==> config.mk <==
export PLATFORM = sky130hd
export DESIGN_NAME = vwi_ctrl
export DESIGN_NICKNAME = d
export VERILOG_FILES = /design/src/vwi_pkg.sv /design/src/vwi_ctrl.sv
export SDC_FILE = /design/constraint.sdc
export NUM_CORES = 1
export LEC_CHECK = 0
export BUFFER_PORTS_ARGS = -buffer_cell sky130_fd_sc_hd__buf_2
export CORE_AREA = 2 2 39 41
export DETAILED_ROUTE_END_ITERATION = 10
export DIE_AREA = 0 0 41 43
export PLACE_DENSITY_LB_ADDON = 0.12
export SYNTH_ARGS = -nofsm -noshare
export SYNTH_HDL_FRONTEND = slang
export SYNTH_SLANG_ARGS = --single-unit
==> constraint.sdc <==
create_clock -name i_clk -period 1.3 [get_ports i_clk]
set_input_delay 0.13 -clock i_clk [delete_from_list [all_inputs] [get_ports i_clk]]
set_output_delay 0.13 -clock i_clk [all_outputs]
set_load 0.05 [all_outputs]
==> src/vwi_pkg.sv <==
`timescale 1ns / 1ps

package vwi_pkg;

    // Table geometry and coordinate format.
    localparam int VERTEX_DEPTH = 1024;
    localparam int COORD_BITS   = 32;
    localparam int IDX_BITS     = $clog2(VERTEX_DEPTH);
    localparam int CNT_BITS     = $clog2(VERTEX_DEPTH + 1);
    localparam int OUT_IDX_BITS = 10;
    localparam int IN_BITS      = 32;
    localparam int MAT_BITS     = 32;

    // Distance arithmetic widths.
    localparam int WELD_BITS  = 31;
    localparam int LIM_BITS   = 2 * WELD_BITS;
    localparam int SQ_BITS    = 2 * COORD_BITS;
    localparam int SUM_BITS   = SQ_BITS + 2;
    localparam int LIMIT_BITS = 64;
    localparam int CMP_BITS   = (SUM_BITS > LIMIT_BITS) ? SUM_BITS : LIMIT_BITS + 1;

    // Vertices per triangle.
    localparam int NUM_VERTS = 3;
    localparam int VSEL_BITS = $clog2(NUM_VERTS);

    typedef enum logic [1:0] {
        ST_IDLE,
        ST_START,
        ST_SCAN,
        ST_FINISH
    } t_vwi_state;

    // Commands from the controller to the datapath.
    typedef struct packed {
        logic load;
        logic scan_start;
        logic issue;
        logic rec_hit;
        logic append;
        logic overflow;
        logic next_vertex;
        logic publish;
    } t_vwi_cmd;

    // Status from the datapath to the controller.
    typedef struct packed {
        logic addr_done;
        logic pipe_busy;
        logic hit;
        logic table_full;
        logic last_vertex;
        logic out_free;
    } t_vwi_status;

endpackage

==> src/vwi_ctrl.sv <==
`timescale 1ns / 1ps

module vwi_ctrl
    import vwi_pkg::*;
(
    input  logic        i_clk,
    input  logic        i_rst_n,
    input  logic        i_in_valid,
    output logic        o_in_stall,
    input  t_vwi_status i_status,
    output t_vwi_cmd    o_cmd
);

    t_vwi_state r_state;
    t_vwi_state n_state;
    logic       resolved;

    // State register.
    always_ff @(posedge i_clk) begin
        if (!i_rst_n) begin
            r_state <= ST_IDLE;
        end else begin
            r_state <= n_state;
        end
    end

    // Next state and commands.
    always_comb begin
        n_state  = r_state;
        o_cmd    = '0;
        resolved = 1'b0;
        case (r_state)
            ST_IDLE: begin
                if (i_in_valid) begin
                    o_cmd.load = 1'b1;
                    n_state    = ST_START;
                end
            end
            ST_START: begin
                o_cmd.scan_start = 1'b1;
                n_state          = ST_SCAN;
            end
            ST_SCAN: begin
                // The pipeline returns results in address order, so the first hit wins.
                if (i_status.hit) begin
                    o_cmd.rec_hit = 1'b1;
                    resolved      = 1'b1;
                end else if (i_status.addr_done && !i_status.pipe_busy) begin
                    if (i_status.table_full) begin
                        o_cmd.overflow = 1'b1;
                    end else begin
                        o_cmd.append = 1'b1;
                    end
                    resolved = 1'b1;
                end else if (!i_status.addr_done) begin
                    o_cmd.issue = 1'b1;
                end
                if (resolved) begin
                    if (i_status.last_vertex) begin
                        n_state = ST_FINISH;
                    end else begin
                        o_cmd.next_vertex = 1'b1;
                        n_state           = ST_START;
                    end
                end
            end
            ST_FINISH: begin
                if (i_status.out_free) begin
                    o_cmd.publish = 1'b1;
                    n_state       = ST_IDLE;
                end
            end
            default: begin
                n_state = ST_IDLE;
            end
        endcase
    end

    assign o_in_stall = (r_state != ST_IDLE);

endmodule

======== Word level (Yosys, flattened, before mapping) ========
Index checks and enable logic that the tools add are counted.
operators by class
  equality and inequality tests ........... 6
  reductions and logical operators ........ 5
  muxes and demuxes ....................... 24
operators by type and width
  kind                                                                      count
  1-bit 2-to-1 mux                                                          16
  2-bit 2-to-1 mux                                                          6
  2-bit one-hot mux with 4 select lines                                     1
  5-bit 2-to-1 mux                                                          1
  2-bit equality test (second input constant)                               2
  2-bit inequality test (second input constant)                             2
  3-bit AND reduction                                                       1
  2-bit by 1-bit equality test with 1-bit output (second input constant)    1
  2-bit zero test                                                           1
  2-bit by 1-bit inequality test with 1-bit output (second input constant)  1
  2-bit nonzero test                                                        1
  1-bit logical AND                                                         1
  1-bit zero test                                                           1
storage, ports and cells
  flip-flop bits (word level) ............. 2
  input port bits ......................... 9
  output and inout port bits .............. 9

======== Depth between registers and ports, before layout ========
Gate-level depths: netlist (run 1).
  depth in word-level cells ............... 7
  gate-level depth with buffers ........... 3
  gate-level depth less buffers ........... 3

======== Worst setup path after synthesis (run 1) ========
OpenSTA, ideal clock, no wires.
  kind .................................... register to output
  start point ............................. register r_state[0]
  end point ............................... output port o_cmd[3] (netlist bit)
  stages on the path, launching flop included .. 3
  data required time ...................... 1.170 ns
  arrival ................................. 2.205 ns
  buffers on the path ..................... 0
  slack ................................... -1.035 ns
  cells stage by stage .................... dfxtp_1 > nand2b_2 > nor4b_1
RTL lines
  element                   line            RTL
  start: declaration        vwi_ctrl.sv:14  t_vwi_state r_state;
  start signal: assignment  vwi_ctrl.sv:23  r_state <= n_state;
  end: declaration          vwi_ctrl.sv:11  output t_vwi_cmd o_cmd

==> reports/qor.yml, run 1 <==
layout:
  drive_above_1_share_pct: 68.75
  final_common_cell: "buf_2"
  layout.nets: 59
  synthToLayoutAreaGrowth_pct: 116.3
  reg_top3: "r_state: 2 flops"
  regMostFlops: "r_state"
  largest_register_ffs: 2
  mostFrequentLayoutCells: "buf_2 (13), nor2_1 (4), clkbuf_4 (4)"
  insertedDiodeCount: 0
route:
  drt_iter0_markers: 13
  viasPerCell: 4.234
  wl_per_cell_um: 10.38
  num_vias: 271
  drcViolationCount: 0
  drt-total-wl_um: 664
  drtPass1Iterations: 4
  ant_nets: 0
worst_setup_path:
  crit_path_end_kind: "output port"
  cp_max_fo: 6
  critPathKind: "flop to output port"
  crit_arrival_ps: 1190
  reg2regPathDepth: 4
  crit_required_ps: 1170
  crit_path_start_kind: "flop"
power_and_ir_drop:
  cellLeakagePower_nw: 0.2055
  clkPwrFrac_pct: 39.3
  power.switching_uw: 126.7
  pwr-share-seq_pct: 21.1
  power.density_mw_per_mm2: 867.2
  combinationalPowerShare_pct: 39.6
  p_total_uw: 345.0
  p_int_uw: 218.3
  swShare_pct: 36.72
  irDropWorstVdd_v: 0.0004963
placement:
  hpwl_um: 489.2
  pre_cts_slack_ps: 1.705
  io_buffers: 17
  gp_routability_congestion: 0.6367
floorplanning:
  io_pins: 18
  rows: 14
  dieWidth_um: 41
  die_h_um: 43
  die_area_mm2: 0.001763
  core_area_mm2: 0.001384
  start_util_pct: 13.29
clocking:
  htree_levels: 1
  clk_latency_ps: 220
  clock_path_buffers: 2
  hold_buffers: 0
  cts-root-buf: "clkbuf_4"
  path_clk_slew_ps: 30
  clock_sinks: 2
  cts_tree: "done"
  tritoncts.num_buffers: 3
synthesis:
  synth_area_um2: 183.9
  postSynthCellCount: 25
  synth_nets: 34
  synth_top_area_share_pct: 21.77
  synth_top_area_cell: "dfxtp_1"
  syn_area_per_cell_um2: 7.357
  synth_seq_cells: 2
  synthTopCellsByArea: "dfxtp_1 (22%), nor2_1 (10%), o32ai_2 (8.8%)"
  ys_seq_area_share_pct: 21.77
  ys_types: 17
  yosysWarningCount: 0
timing:
  slew_viol_final: 0
  finClkSkew_ps: 1.506
  max_freq_mhz: 756.6
  setup_viol: 1
  holdWs_ps: 157.1
  period_share_pct: 101.7
  worst_slack_ps: -21.68
  setup_tns_ps: -21.68
  worstMarginPinSlew_ps: 285.1
  maxSlewHeadroom_pct: 80.95
  hold_violations: 0
  rsz0062_at_grt: "true"
  period_minus_slack_ps: 1322
outcome:
  violations: "negative setup slack"
  outcome: "finished with violations"
global_routing:
  grt_pass1_vias: 229
  grt_pass1_wl_um: 917
  grt.overflow.total: 0
  grt_usage_pct: 7.700
  grt_max_degree: 9
  antenna_found_initial: 0
hold_path:
  hold_path.class: "input port to flop"
  min_path_cells: 2
flow_run:
  max_cap_viol_count: 0
[cells by family (layout without fill, tap and decap cells)]
group / Yosys count / count (layout) / share of synthesized area [%]
flops: 2 / 2 / 21.77
simple gates: 15 / 15 / 48.31
buf+inv: 3 / 26 / 6.122
compound gates: 5 / 5 / 23.81
[worst paths after layout]
check                                from                      end  slack [ps]
hold / removal                    i_rst_n  r_state[1]$_SDFFE_PN0P_         160
hold reg to reg   r_state[1]$_SDFFE_PN0P_  r_state[0]$_SDFFE_PN0P_         570
setup reg to reg  r_state[0]$_SDFFE_PN0P_  r_state[1]$_SDFFE_PN0P_         230
setup / recovery  r_state[0]$_SDFFE_PN0P_                 o_cmd[3]         -20
[worst max-delay path, stage by stage, from the launching register on]
cell and delay, ps:
dfxtp_2 310, nand2b_4 170, nor4b_4 280, buf_6 200
[per-stage QoR]
stage | std cells | instance area [um^2] | utilization [%]
after CTS | 64 | 395.4 | 28.57
final | 64 | 397.9 | 28.75
after global routing | 64 | 397.9 | 28.75
after floorplan | 25 | 216.5 | -
after detailed placement | 59 | 329.1 | 23.78
after global placement | 59 | 329.1 | 23.78
[Yosys cell counts, drive strengths merged]
cell    n
nor2    5
inv     3
and3    2
dfxtp   2
nor3    2
a21oi   1
nand2b  1
nand4b  1
nor2b   1
nor3b   1
nor4b   1
o211a   1
o211ai  1
o21ai   1
o32ai   1
or2     1
[per-layer routing]
metal / track usage (%) / share of wire (%) / routed length [um]
met4: 4.000 / 0 / 0
met2: 11.25 / 45 / 299
met3: 3.141 / 11 / 71
met1: 9.206 / 44 / 293
met5: 0 / 0 / 0
[area by class of cell]
cell class | count | area (um^2)
fillers | 161 | 985.9
multi-input cells | 20 | 170.2
repair buffers | 20 | 128.9
flip-flops and latches | 2 | 45.04
clock buffers | 3 | 22.52
well taps | 16 | 20.02
inverters | 3 | 11.26
[what timing repair did]
item                                    in CTS  in global routing
gates cloned                                 0                  0
endpoints found under the setup margin       7                  4
setup buffers                                2                  0
pin swaps                                    1                  2
resized for setup                           10                  1
[power groups by stage]
stage	sequential [mW]	clock (mW)	combinational (mW)
3_3_place_gp	0.0733	0	0.123
2_1_floorplan	0.0725	0	0.0841
4_1_cts	0.0729	0.145	0.137
5_1_grt	0.0740	0.149	0.144
6_report	0.0728	0.136	0.137
3_5_place_dp	0.0741	0	0.122
Note: power is estimated with default switching activity, not from simulation.
==> run 2: changes to the inputs <==
- CTS_CLUSTER_SIZE: not set -> 12
- RECOVER_POWER: not set -> 100
==> reports/qor.yml, run 2 (synthesis gave the netlist of run 1 again) <==
outcome:
  outcome: "finished with violations"
  violations: "negative setup slack"
worst_setup_path:
  regToRegEndpoint: "r_state[1]$_SDFFE_PN0P_"
  critPathKind: "flop to output port"
  crit_end: "o_cmd[3]"
  crit_arrival_ps: 1190
  reg2regPathDepth: 4
  crit_required_ps: 1170
  cp_max_fo: 6
  crit_path_start_kind: "flop"
  crit_start: "r_state[0]$_SDFFE_PN0P_"
  r2r-start: "r_state[0]$_SDFFE_PN0P_"
  r2r_setup_slack_ps: 240
  crit_path_end_kind: "output port"
clocking:
  tritoncts.num_buffers: 3
  clock_path_buffers: 2
  clk_latency_ps: 220
  cts-root-buf: "clkbuf_4"
  htree_levels: 1
  clock_sinks: 2
  path_clk_slew_ps: 30
  cts_tree: "done"
layout:
  insertedDiodeCount: 0
  final_common_cell: "buf_2"
  post-route-util_pct: 28.75
  regMostFlops: "r_state"
  drive_above_1_share_pct: 68.75
  layout.nets: 59
  synthToLayoutAreaGrowth_pct: 116.3
  mostFrequentLayoutCells: "buf_2 (11), nor2_1 (4), clkbuf_4 (4)"
  largest_register_ffs: 2
  reg_top3: "r_state: 2 flops"
floorplanning:
  rows: 14
  io_pins: 18
  die_h_um: 43
  core_area_mm2: 0.001384
  die_area_mm2: 0.001763
  start_util_pct: 13.29
  dieWidth_um: 41
power_and_ir_drop:
  p_total_uw: 345.0
  p_int_uw: 218.3
  power.switching_uw: 126.7
  power.density_mw_per_mm2: 867.2
  irDropWorstVdd_v: 0.0004963
  pwr-share-seq_pct: 21.1
  cellLeakagePower_nw: 0.2037
  clkPwrFrac_pct: 39.3
  combinationalPowerShare_pct: 39.6
  swShare_pct: 36.73
route:
  ant_nets: 0
  drtPass1Iterations: 4
  viasPerCell: 4.234
  wl_per_cell_um: 10.38
  num_vias: 271
  drt_iter0_markers: 13
  drt-total-wl_um: 664
  drcViolationCount: 0
timing:
  worst_slack_ps: -21.53
  period_share_pct: 101.7
  setup_tns_ps: -21.53
  max_freq_mhz: 756.7
  slew_viol_final: 0
  hold_violations: 0
  period_minus_slack_ps: 1322
  setup_viol: 1
  maxSlewHeadroom_pct: 80.99
  rsz0062_at_grt: "true"
  worstMarginPinSlew_ps: 284.5
  finClkSkew_ps: 1.506
global_routing:
  grt_max_degree: 9
  grt.overflow.total: 0
  grt_usage_pct: 7.700
  grt_pass1_vias: 229
  antenna_found_initial: 0
  grt_pass1_wl_um: 917
flow_run:
  max_cap_viol_count: 0
hold_path:
  hold_path.class: "input port to flop"
placement:
  gp_routability_congestion: 0.6367
  hpwl_um: 489.2
  io_buffers: 17
  pre_cts_slack_ps: 1.705
-- run 2: cell count changes in the layout (fill, tap and decap cells not counted), sizes merged --
cell,delta
buf,-2
clkbuf,+2
-- run 2: cell type report --
type	count	area, um^2
fillers	161	985.9
multi-input cells	20	170.2
repair buffers	20	128.9
flip-flops and latches	2	45.04
clock buffers	3	22.52
well taps	16	20.02
inverters	3	11.26
-- run 2: critical path, cell delays in order (launching register included) --
cell and delay (ps):
dfxtp_2 310, nand2b_4 170, nor4b_4 280, buf_6 200
-- run 2: stage by stage --
| stage | cell area [um^2] | std cells | hold WS (ps) |
|---|---|---|---|
| 2_1_floorplan | 216.5 | 25 | 263.4 |
| 3_3_place_gp | 329.1 | 59 | 395.6 |
| 3_5_place_dp | 329.1 | 59 | 388.7 |
| 4_1_cts | 395.4 | 64 | 146.9 |
| 5_1_grt | 397.9 | 64 | 152.6 |
| 6_report | 397.9 | 64 | 157.1 |
-- run 2: per-layer routing --
layer	GRT usage [%]	share of wire, %
met4	4.000	0
met1	9.206	44
met5	0	0
met3	3.141	11
met2	11.25	45
-- run 2: power groups by stage --
stage / combinational (mW) / sequential (mW) / clock [mW]
floorplan: 0.0841 / 0.0725 / 0
global placement: 0.123 / 0.0733 / 0
detailed placement: 0.122 / 0.0741 / 0
CTS: 0.137 / 0.0729 / 0.145
global route: 0.144 / 0.0740 / 0.149
finish: 0.137 / 0.0728 / 0.136
-- run 2: how the worst min path moves through the flow --
stage                  from                       to  depth (start not counted)
floorplan           i_rst_n  r_state[1]$_SDFFE_PN0P_                          1
global placement    i_rst_n  r_state[1]$_SDFFE_PN0P_                          2
detailed placement  i_rst_n  r_state[1]$_SDFFE_PN0P_                          2
CTS                 i_rst_n  r_state[1]$_SDFFE_PN0P_                          2
global route        i_rst_n  r_state[1]$_SDFFE_PN0P_                          2
finish              i_rst_n  r_state[1]$_SDFFE_PN0P_                          2
-- run 2: timing repair --
action / in CTS / in global routing
endpoints found under the setup margin: 7 / 4
buffers inserted: 2 / 0
hold buffers: 0 / 0
endpoints found under the hold margin: 0 / 0
gates resized for setup: 10 / 1
pin swaps: 1 / 2
==> run 3: changes to the inputs <==
- BUFFER_PORTS_ARGS: -buffer_cell sky130_fd_sc_hd__buf_2 -> not set
- DONT_BUFFER_PORTS: not set -> 1
- PLACE_DENSITY: not set -> 0.32
- PLACE_DENSITY_LB_ADDON: 0.12 -> not set
==> reports/qor.yml, run 3 (synthesis gave the netlist of run 1 again) <==
power_and_ir_drop:
  combinationalPowerShare_pct: 38.4
  irDropWorstVdd_v: 0.0003325
  power.switching_uw: 122.8
  clkPwrFrac_pct: 40.4
  pwr-share-seq_pct: 21.2
  p_int_uw: 224.9
  power.density_mw_per_mm2: 822.0
  swShare_pct: 35.31
  cellLeakagePower_nw: 0.1868
worst_setup_path:
  critPathKind: "flop to output port"
  r2r-start: "r_state[0]$_SDFFE_PN0P_"
  crit_path_start_kind: "flop"
  crit_chain: "nand2b_4 -> nor4b_4 -> buf_12"
  r2r_setup_slack_ps: 220
  crit_arrival_ps: 1180
  cp_max_fo: 5
  slowest_delay_ps: 320
  crit_start: "r_state[0]$_SDFFE_PN0P_"
  cp_slowest_cell: "dfxtp_2"
  crit_required_ps: 1170
  crit_path_end_kind: "output port"
placement:
  post_dp_cell_area_um2: 349.1
  io_buffers: 0
  hpwl_um: 525.5
  gp_routability_congestion: 0.5880
  pre_cts_slack_ps: 33.24
layout:
  largest_register_ffs: 2
  reg_top3: "r_state: 2 flops"
  post-route-util_pct: 30.56
  final_common_cell: "buf_4"
  drive_above_1_share_pct: 68.29
  insertedDiodeCount: 0
  layout.nets: 52
  stdcell_area_um2: 422.9
  regMostFlops: "r_state"
  mostFrequentLayoutCells: "buf_4 (6), clkbuf_4 (4), nor2_1 (3), inv_1 (3), buf_12 (3)"
  synthToLayoutAreaGrowth_pct: 129.9
timing:
  hold_violations: 0
  setup_tns_ps: -8.239
  period_share_pct: 100.5
  finClkSkew_ps: 6.081
  maxSlewHeadroom_pct: 81.97
  max_freq_mhz: 765.0
  period_minus_slack_ps: 1307
  holdWs_ps: 37.76
  slew_viol_final: 0
  rsz0062_at_grt: "true"
  worst_slack_ps: -7.144
  setup_viol: 2
  worstMarginPinSlew_ps: 269.3
route:
  ant_nets: 0
  drt_iter0_markers: 3
  viasPerCell: 4.298
  num_vias: 245
  wl_per_cell_um: 11.19
  drcViolationCount: 0
  drtPass1Iterations: 4
  drt-total-wl_um: 638
global_routing:
  grt.overflow.total: 0
  grt_usage_pct: 9.328
  grt_pass1_wl_um: 1000
  grt_pass1_vias: 256
  antenna_found_initial: 0
  grt_max_degree: 9
floorplanning:
  dieWidth_um: 41
  core_area_mm2: 0.001384
  start_util_pct: 13.29
  io_pins: 18
  rows: 14
  die_h_um: 43
  die_area_mm2: 0.001763
hold_path:
  hold_path.class: "input port to flop"
  min_from: "i_rst_n"
clocking:
  htree_levels: 1
  cts-root-buf: "clkbuf_4"
  clk_latency_ps: 230
  clock_sinks: 2
  clock_path_buffers: 2
  cts_tree: "done"
  path_clk_slew_ps: 30
  tritoncts.num_buffers: 3
outcome:
  outcome: "finished with violations"
  violations: "negative setup slack"
flow_run:
  max_cap_viol_count: 0
run 3: power groups by stage:
| stage | Clock, mW | Combinational [mW] | Sequential (mW) |
|---|---|---|---|
| 6_report | 0.140 | 0.134 | 0.0737 |
| 5_1_grt | 0.160 | 0.140 | 0.0746 |
| 4_1_cts | 0.152 | 0.134 | 0.0744 |
| 3_5_place_dp | 0 | 0.121 | 0.0740 |
| 3_3_place_gp | 0 | 0.120 | 0.0733 |
| 2_1_floorplan | 0 | 0.0841 | 0.0725 |
run 3: critical path: cells and delay by family (launching register included):
kind,cells,cell delay (ps)
buf+inv,1,180
simple gates,2,450
flops,1,320
run 3: what timing repair did:
| action | CTS | global route |
|---|---|---|
| hold buffers | 0 | 0 |
| endpoints found under the setup margin | 6 | 6 |
| setup buffers | 3 | 0 |
| resized for setup | 6 | 3 |
| pin swaps | 1 | 1 |
run 3: final timing paths:
check	to	cells after the start
max	o_cmd[3]	3
min reg2reg	r_state[0]$_SDFFE_PN0P_	2
max reg2reg	r_state[1]$_SDFFE_PN0P_	4
min	r_state[1]$_SDFFE_PN0P_	1
run 3: layout make-up:
| class | count | area, um^2 |
|---|---|---|
| clock buffer | 3 | 22.52 |
| fill | 152 | 960.9 |
| inverter | 3 | 11.26 |
| multi-input combinational | 20 | 183.9 |
| sequential | 2 | 45.04 |
| tap | 16 | 20.02 |
| timing repair buffer | 13 | 140.1 |
run 3: metrics by stage:
stage,std cells,power [mW]
global placement,51,0.1933
CTS,57,0.3597
global route,57,0.3746
floorplan,25,0.1565
detailed placement,51,0.1950
finish,57,0.3476
run 3: metal layers:
metal | track usage (%) | share of wire, %
met1 | 8.013 | 32
met2 | 13.75 | 61
met3 | 6.283 | 7.1
met4 | 8.000 | 0
met5 | 0 | 0
